==> src/design/slbp_pkg.sv <==
package slbp_pkg;

    localparam int unsigned PAGE_BYTES_DEF = 2048;

    localparam int unsigned CFG_INDEX_W = 2;
    localparam int unsigned CFG_DATA_W  = 32;

    localparam logic [CFG_INDEX_W-1:0] CFG_END_ADDRESS = 2'd0;
    localparam logic [CFG_INDEX_W-1:0] CFG_BANK_LOW    = 2'd1;
    localparam logic [CFG_INDEX_W-1:0] CFG_BANK_HIGH   = 2'd2;

    localparam logic [31:0] END_ADDRESS_RST = 32'h0000_0000;
    localparam logic [31:0] BANK_LOW_RST    = 32'h0800_8000;
    localparam logic [31:0] BANK_HIGH_RST   = 32'h0802_3FFF;

    localparam logic [7:0] CMD_ERASE     = 8'h31;
    localparam logic [7:0] CMD_ERASE_INV = 8'hCE;
    localparam logic [7:0] CMD_FINAL     = 8'h21;
    localparam logic [7:0] CMD_FINAL_INV = 8'hDE;
    localparam logic [7:0] CHAR_W        = 8'h57;
    localparam logic [7:0] CHAR_H        = 8'h68;
    localparam logic [7:0] CHAR_O        = 8'h6F;
    localparam logic [7:0] CHAR_QUESTION = 8'h3F;
    localparam logic [7:0] CHAR_CR       = 8'h0D;

    localparam int unsigned OUT_DATA_W = 96;

    typedef enum logic [1:0] {
        REPLY_NONE   = 2'd0,
        REPLY_ACK    = 2'd1,
        REPLY_NAK    = 2'd2,
        REPLY_BANNER = 2'd3
    } reply_t;

    typedef struct packed {
        logic [31:0] end_address;
        logic [31:0] bank_low;
        logic [31:0] bank_high;
    } cfg_t;

    typedef struct packed {
        reply_t      reply;
        logic        erase_req;
        logic [31:0] erase_addr;
        logic        stage_valid;
        logic [7:0]  stage_offset;
        logic [7:0]  stage_byte;
        logic        commit_req;
        logic [31:0] commit_addr;
        logic [7:0]  commit_len;
        logic        busy_res;
        logic        finished;
    } result_t;

endpackage

==> src/design/slbp_cfg.sv <==
module slbp_cfg
    import slbp_pkg::*;
(
    input  logic                   clk,
    input  logic                   rst_n,
    input  logic                   cfg_wr_en,
    input  logic [CFG_INDEX_W-1:0] cfg_index,
    input  logic [CFG_DATA_W-1:0]  cfg_data,
    output cfg_t                   cfg
);

    cfg_t cfg_reg;

    always_ff @(posedge clk or negedge rst_n)
    begin
        if (!rst_n)
        begin
            cfg_reg.end_address <= END_ADDRESS_RST;
            cfg_reg.bank_low    <= BANK_LOW_RST;
            cfg_reg.bank_high   <= BANK_HIGH_RST;
        end
        else if (cfg_wr_en)
        begin
            unique case (cfg_index)
                CFG_END_ADDRESS: cfg_reg.end_address <= cfg_data;
                CFG_BANK_LOW:    cfg_reg.bank_low    <= cfg_data;
                CFG_BANK_HIGH:   cfg_reg.bank_high   <= cfg_data;
                default:         ;
            endcase
        end
    end

    assign cfg = cfg_reg;

endmodule

==> src/design/slbp_engine.sv <==
module slbp_engine
    import slbp_pkg::*;
#(
    parameter int unsigned PAGE_BYTES = PAGE_BYTES_DEF
)
(
    input  logic       clk,
    input  logic       rst_n,
    input  logic       step,
    input  logic [7:0] rx_byte,
    input  cfg_t       cfg,
    output result_t    res
);

    localparam int unsigned PAGE_W = $clog2(PAGE_BYTES);

    typedef enum logic [1:0] {
        PH_IDLE  = 2'd0,
        PH_ARG   = 2'd1,
        PH_DATA  = 2'd2,
        PH_SPARE = 2'd3
    } phase_t;

    phase_t      phase_reg, phase_next;
    logic [7:0]  command_code_reg, command_code_next;
    logic [2:0]  position_reg, position_next;
    logic [31:0] argument_bytes_reg, argument_bytes_next;
    logic [31:0] target_address_reg, target_address_next;
    logic [7:0]  block_length_reg, block_length_next;
    logic [8:0]  block_count_reg, block_count_next;
    logic [7:0]  block_check_reg, block_check_next;
    logic        busy_flag_reg, busy_flag_next;
    logic        finished_flag_reg, finished_flag_next;

    logic [7:0]  arg_xor;
    logic        arg_bad;

    assign arg_xor = argument_bytes_reg[31:24] ^ argument_bytes_reg[23:16]
                   ^ argument_bytes_reg[15:8] ^ argument_bytes_reg[7:0];
    assign arg_bad = (rx_byte != arg_xor) || (argument_bytes_reg < cfg.bank_low)
                   || (argument_bytes_reg > cfg.bank_high);

    always_comb
    begin
        phase_next          = phase_reg;
        command_code_next   = command_code_reg;
        position_next       = position_reg;
        argument_bytes_next = argument_bytes_reg;
        target_address_next = target_address_reg;
        block_length_next   = block_length_reg;
        block_count_next    = block_count_reg;
        block_check_next    = block_check_reg;
        busy_flag_next      = busy_flag_reg;
        finished_flag_next  = finished_flag_reg;
        res                 = '0;
        res.reply           = REPLY_NONE;

        unique case (phase_reg)
            PH_ARG:
            begin
                if (position_reg < 3'd4)
                begin
                    argument_bytes_next = {argument_bytes_reg[23:0], rx_byte};
                    position_next       = position_reg + 3'd1;
                end
                else
                begin
                    position_next = 3'd0;
                    if (arg_bad)
                    begin
                        res.reply = REPLY_NAK;
                    end
                    else if (command_code_reg == CMD_ERASE)
                    begin
                        res.reply           = REPLY_ACK;
                        target_address_next = argument_bytes_reg;
                        phase_next          = PH_DATA;
                        busy_flag_next      = 1'b1;
                        if (argument_bytes_reg[PAGE_W-1:0] == '0)
                        begin
                            res.erase_req  = 1'b1;
                            res.erase_addr = argument_bytes_reg;
                        end
                    end
                    else if (command_code_reg == CMD_FINAL)
                    begin
                        if (argument_bytes_reg == cfg.end_address)
                        begin
                            res.reply          = REPLY_ACK;
                            busy_flag_next     = 1'b0;
                            finished_flag_next = 1'b1;
                        end
                        else
                        begin
                            res.reply = REPLY_NAK;
                        end
                    end
                end
            end
            PH_DATA:
            begin
                if (block_count_reg == 9'd0)
                begin
                    block_length_next = rx_byte;
                    block_check_next  = rx_byte + 8'd1;
                    block_count_next  = 9'd1;
                end
                else if (block_count_reg < ({1'b0, block_length_reg} + 9'd1))
                begin
                    res.stage_valid  = 1'b1;
                    res.stage_offset = 8'(block_count_reg - 9'd1);
                    res.stage_byte   = rx_byte;
                    block_check_next = block_check_reg ^ rx_byte;
                    block_count_next = block_count_reg + 9'd1;
                end
                else if (rx_byte != block_check_reg)
                begin
                    res.reply = REPLY_NAK;
                end
                else
                begin
                    res.reply       = REPLY_ACK;
                    res.commit_req  = 1'b1;
                    res.commit_addr = {target_address_reg[31:8], 8'h00};
                    res.commit_len  = block_length_reg;
                end
            end
            PH_IDLE, PH_SPARE:
            begin
                unique case (position_reg)
                    3'd0:
                    begin
                        if (rx_byte == CHAR_W)
                        begin
                            position_next = 3'd1;
                        end
                        else if (rx_byte == CMD_FINAL || rx_byte == CMD_ERASE)
                        begin
                            command_code_next = rx_byte;
                            position_next     = 3'd1;
                        end
                        else
                        begin
                            command_code_next = 8'h00;
                            position_next     = 3'd0;
                        end
                    end
                    3'd1:
                    begin
                        if (rx_byte == CHAR_H)
                        begin
                            position_next = 3'd2;
                        end
                        else if ((rx_byte == CMD_FINAL_INV && command_code_reg == CMD_FINAL)
                              || (rx_byte == CMD_ERASE_INV && command_code_reg == CMD_ERASE))
                        begin
                            res.reply         = REPLY_ACK;
                            command_code_next = ~rx_byte;
                            phase_next        = PH_ARG;
                        end
                        else
                        begin
                            res.reply = REPLY_NAK;
                        end
                    end
                    3'd2:    position_next = (rx_byte == CHAR_O) ? 3'd3 : 3'd0;
                    3'd3:    position_next = (rx_byte == CHAR_QUESTION) ? 3'd4 : 3'd0;
                    3'd4:
                    begin
                        if (rx_byte == CHAR_CR)
                        begin
                            res.reply = REPLY_BANNER;
                        end
                        position_next = 3'd0;
                    end
                    default: position_next = 3'd0;
                endcase
            end
            default: ;
        endcase

        // Any reply ends the current frame.
        if (res.reply != REPLY_NONE)
        begin
            position_next     = 3'd0;
            block_count_next  = 9'd0;
            block_length_next = 8'd0;
            block_check_next  = 8'd0;
        end

        res.busy_res = busy_flag_next;
        res.finished = finished_flag_next;
    end

    always_ff @(posedge clk or negedge rst_n)
    begin
        if (!rst_n)
        begin
            phase_reg          <= PH_IDLE;
            command_code_reg   <= 8'h00;
            position_reg       <= 3'd0;
            argument_bytes_reg <= 32'h0;
            target_address_reg <= 32'h0;
            block_length_reg   <= 8'h00;
            block_count_reg    <= 9'd0;
            block_check_reg    <= 8'h00;
            busy_flag_reg      <= 1'b0;
            finished_flag_reg  <= 1'b0;
        end
        else if (step)
        begin
            phase_reg          <= phase_next;
            command_code_reg   <= command_code_next;
            position_reg       <= position_next;
            argument_bytes_reg <= argument_bytes_next;
            target_address_reg <= target_address_next;
            block_length_reg   <= block_length_next;
            block_count_reg    <= block_count_next;
            block_check_reg    <= block_check_next;
            busy_flag_reg      <= busy_flag_next;
            finished_flag_reg  <= finished_flag_next;
        end
    end

endmodule

==> src/design/serial_loader_byte_protocol.sv <==
// Byte-level loader protocol engine: each received byte is one input item and
// yields exactly one result item carrying the reply code (none, ACK, NAK or
// banner), erase and commit requests, the payload byte to stage and the busy
// and finished flags. An item passes through an input register and a result
// register with the protocol logic between them, so a byte can be taken every
// clock cycle unless the result side stalls; a result that is not taken holds
// the next byte in the input register. The user must write the configuration
// registers only while no item is in flight; the block does not enforce this.
module serial_loader_byte_protocol
    import slbp_pkg::*;
#(
    parameter int unsigned PAGE_BYTES = PAGE_BYTES_DEF
)
(
    input  logic                   clk,
    input  logic                   rst_n,
    input  logic                   s_axis_tvalid,
    output logic                   s_axis_tready,
    input  logic [7:0]             s_axis_tdata,   // rx_byte[7:0]
    output logic                   m_axis_tvalid,
    input  logic                   m_axis_tready,
    // reply[1:0], erase_req[2], erase_addr[34:3], stage_valid[35],
    // stage_offset[43:36], stage_byte[51:44], commit_req[52],
    // commit_addr[84:53], commit_len[92:85], busy_res[93], finished[94], zero[95]
    output logic [OUT_DATA_W-1:0]  m_axis_tdata,
    input  logic                   cfg_wr_en,
    input  logic [CFG_INDEX_W-1:0] cfg_index,
    input  logic [CFG_DATA_W-1:0]  cfg_data
);

    cfg_t       cfg;
    result_t    res;
    logic       in_valid_reg;
    logic [7:0] in_byte_reg;
    logic       out_valid_reg;
    result_t    out_res_reg;
    logic       advance;

    assign advance       = in_valid_reg && (!out_valid_reg || m_axis_tready);
    assign s_axis_tready = !in_valid_reg || advance;

    slbp_cfg u_cfg (
        .clk       (clk),
        .rst_n     (rst_n),
        .cfg_wr_en (cfg_wr_en),
        .cfg_index (cfg_index),
        .cfg_data  (cfg_data),
        .cfg       (cfg)
    );

    slbp_engine #(
        .PAGE_BYTES (PAGE_BYTES)
    ) u_engine (
        .clk     (clk),
        .rst_n   (rst_n),
        .step    (advance),
        .rx_byte (in_byte_reg),
        .cfg     (cfg),
        .res     (res)
    );

    always_ff @(posedge clk or negedge rst_n)
    begin
        if (!rst_n)
        begin
            in_valid_reg  <= 1'b0;
            out_valid_reg <= 1'b0;
        end
        else
        begin
            if (s_axis_tready)
            begin
                in_valid_reg <= s_axis_tvalid;
            end
            if (advance)
            begin
                out_valid_reg <= 1'b1;
            end
            else if (m_axis_tready)
            begin
                out_valid_reg <= 1'b0;
            end
        end
    end

    always_ff @(posedge clk)
    begin
        if (s_axis_tready && s_axis_tvalid)
        begin
            in_byte_reg <= s_axis_tdata;
        end
        if (advance)
        begin
            out_res_reg <= res;
        end
    end

    assign m_axis_tvalid = out_valid_reg;
    assign m_axis_tdata  = {1'b0,
                            out_res_reg.finished,
                            out_res_reg.busy_res,
                            out_res_reg.commit_len,
                            out_res_reg.commit_addr,
                            out_res_reg.commit_req,
                            out_res_reg.stage_byte,
                            out_res_reg.stage_offset,
                            out_res_reg.stage_valid,
                            out_res_reg.erase_addr,
                            out_res_reg.erase_req,
                            out_res_reg.reply};

endmodule

==> config.mk <==
export PLATFORM = sky130hd
export DESIGN_NAME = serial_loader_byte_protocol
export DESIGN_NICKNAME = d
export VERILOG_FILES = /design/src/design/slbp_pkg.sv /design/src/design/slbp_cfg.sv /design/src/design/slbp_engine.sv /design/src/design/serial_loader_byte_protocol.sv
export SDC_FILE = /design/constraint.sdc
export NUM_CORES = 1
export LEC_CHECK = 0
export BUFFER_PORTS_ARGS = -buffer_cell sky130_fd_sc_hd__clkbuf_2
export CORE_ASPECT_RATIO = 1.2
export CORE_UTILIZATION = 45
export CTS_CLUSTER_SIZE = 16
export DETAILED_ROUTE_END_ITERATION = 8
export PLACE_DENSITY = 0.62
export SLEW_MARGIN = 20
export SYNTH_ARGS = -nofsm -noshare
export SYNTH_HDL_FRONTEND = slang
export SYNTH_SLANG_ARGS = --single-unit
==> constraint.sdc <==
create_clock -name clk -period 3.8 [get_ports clk]
set_clock_uncertainty 0.05 [all_clocks]
set_input_delay 0.38 -clock clk [delete_from_list [all_inputs] [get_ports clk]]
set_output_delay 0.38 -clock clk [all_outputs]
set_load 0.005 [all_outputs]
==> flow_summary.ini <==
[grt]
grt_max_degree = 79
globalRouteMet3Util = 0.0274
use_met2 = 0.375
grt_pass1_vias = 10100
grt_overflow = 0
grt_util_met1 = 0.292
grt_first_pass_wirelength_um = 56500
grt_antenna_before_repair = 0
top_usage_layer = met2
gr-usage-all-layers = 0.220

[timing]
finalCritPeriodShare = 0.941
min_period_ps = 3580
setup_viol = 0
fmax_ghz = 0.280
tightest_slew_ps = 787
hold_slack_ps = 31.5
slew_viol_final = 0
slew_headroom = 0.474
final-hold-violation-count = 0

[worst_hold_path]
hold_class = input pin to register
min_path_cells = 2

[critical_path]
path_class = register to register
cp_data_arrival_time_ps = 3960
cp_top_family = compound AO/OA/AOI/OAI gates
crit_chain = inv_1 -> ha_1 -> a21o_1 -> a221o_1 -> a22o_1 -> o31a_1 -> or2_1 -> nor3_1 -> and4_1 -> buf_12 -> mux2_2
cp_slowest_stage_delay_ps = 530
regToRegSetupSlack_ps = 220
critical_path_peak_fanout = 25
endpoint_kind = register
r2r_cells = 11
slowest_stage = dfstp_2
crit_path_start_kind = register
worstSetupPathDepth = 11
cp_data_required_time_ps = 4190
cp_num_buf_inv = 2

[pwr]
cellLeakagePower_uw = 0.00788
powerDensity_mw_per_mm2 = 524
max-vdd-ir-drop_mv = 0.323
power_uw = 9020

[layout]
fillers = 2740
diodes = 0
area_delta_synth_final_pct = 19.0
final_nets = 1518
layout_commonest_cell = dfrtp_1
finish.utilization = 0.547
layout-drive-gt1-share = 0.299
mostFrequentLayoutCells = dfrtp_1, clkbuf_2, mux2_2, edfxtp_1, ha_1
multi_input_area_mm2 = 0.00626
register_area_mm2 = 0.00773
largest_reg_flops = 96

[synthesis]
synth_ff_type = dfrtp_1
syn_area_per_cell_um2 = 12.3
async_flop_share = 0.671
ys_top_cells_by_area = dfrtp_1, edfxtp_1, mux2_2
yosysUniqueCellTypes = 73
seq_area_frac_synth = 0.535
synth_top_area_share = 0.305
synth_edf_count = 95
syn-cell-area_mm2 = 0.0145
synth_cells = 1176
synth_top_area_cell = dfrtp_1
ys_warn_count = 0
yosys_register_bits = 289

[status]
violations = DRC
outcome = complete, but fails checks

[floorplan]
die_w_um = 166
die_area_mm2 = 0.0329
std_cell_rows = 71
die_y_um = 198
start_util = 0.460
io_pins = 145
coreArea_mm2 = 0.0314

[placement]
numPortBuffers = 135
dpl.hpwl_um = 25000
gp_congestion = 0.865

[clock_network]
clock_path_buffers = 3
clock-sinks = 289
cts_htree_levels = 1
clk_latency_ps = 560
cts_tree = built
numCtsBuffers = 30
clk_pin_slew_ps = 70
cts_root_buffer = clkbuf_16

[detailed_routing]
first_pass_iters = 7
route.detailed.drc = 43
drtIter0Drc = 593
vias = 9766
wl_per_cell_um = 19.5
ant_nets = 0
wl_um = 35300
viasPerCell = 5.39

[run]
drv_cap = 0
## worst register-to-register path, stage by stage (launching register included)
cell and delay (ps):
dfstp_2 530, inv_1 40, ha_1 290, a21o_1 180, a221o_1 330, a22o_1 190
o31a_1 330, or2_1 280, nor3_1 370, and4_1 300, buf_12 200, mux2_2 360
## cells by family (layout without fill, tap and decap cells)
family                   count (synthesis)  count (layout)  synth area share
adder cells (fa/ha/maj)                 85              85            0.0736
buffers and inverters                  135             350            0.0404
AND/OR/NAND/NOR                        279             279             0.105
flip-flops                             289             289             0.535
multiplexers                           153             153             0.119
AO/OA/AOI/OAI                          156             156            0.0742
other                                    1              20          0.000259
XOR/XNOR                                78              78            0.0530
## through the flow
step | std cells | worst slack, ps | instance area [um2] | TNS [ps]
6_report | 1811 | 225 | 17200 | 0
5_1_grt | 1811 | -18.5 | 17200 | -22.0
4_1_cts | 1807 | 43.1 | 17100 | 0
3_5_place_dp | 1741 | 46.5 | 16000 | 0
3_3_place_gp | 1741 | 175 | 16000 | 0
2_1_floorplan | 1195 | 465 | 14500 | 0
## final cells by class
cell class	count	share of cell area
multi-input cells	771	0.364
flip-flops and latches	289	0.449
inverters	81	0.0178
clock inverters	21	0.0169
well taps	401	0.0292
repair buffers	213	0.0767
clock buffers	35	0.0459
## report_power, final
| group | switching (uW) | leakage, uW | internal, uW |
|---|---|---|---|
| Combinational | 987 | 0.00398 | 841 |
| Sequential | 300 | 0.00337 | 3700 |
| Clock | 1230 | 0.000527 | 1960 |
| Total | 2520 | 0.00788 | 6500 |
## final timing paths
check	from	to
hold reg to reg	u_engine.finished_flag_reg	u_engine.finished_flag_reg
min in group asynchronous	rst_n	u_engine.block_count_reg[1]
max in group asynchronous	rst_n	u_cfg.cfg[12]
hold / removal	cfg_data[13]	u_cfg.cfg[77]
setup reg to reg	u_cfg.cfg[17]	u_engine.target_address_reg[9]
setup / recovery	u_cfg.cfg[17]	u_engine.target_address_reg[9]
## cell usage after synthesis (3+ instances only)
library cell	count
xor2_1	22
a21oi_1	40
clkbuf_1	36
a211oi_1	5
o41a_1	5
xnor2_1	50
mux2_1	19
a31oi_1	8
ha_1	85
nand4_1	28
o21a_1	5
a21o_1	5
nor3_1	15
o211ai_1	4
a22o_1	10
dfstp_2	18
nor2_1	38
and2_1	67
inv_1	79
xnor3_1	6
mux2_2	131
o21ai_0	34
mux2i_1	3
nor4_1	14
dfrtp_1	176
nand3_1	22
and4_1	3
buf_4	10
and3_1	6
nor2b_1	4
nand2b_1	7
nand2_1	52
or2_2	4
o31ai_1	10
edfxtp_1	95
o311a_1	7
nor3b_1	3
nand3b_1	4
## repair_timing
item                       in CTS  in global routing
resized for setup               0                 12
hold buffers                   10                  0
setup endpoints to repair       0                 50
setup buffers                   0                  4
hold endpoints to repair       82                  0
## routing by layer
| layer | vias to the layer above | share of wire |
|---|---|---|
| li1 | 4607 | - |
| met1 | 4882 | 0.45 |
| met2 | 207 | 0.48 |
| met3 | 70 | 0.037 |
| met4 | 0 | 0.028 |
| met5 | - | 0 |
Note: power is estimated with default switching activity, not from simulation.
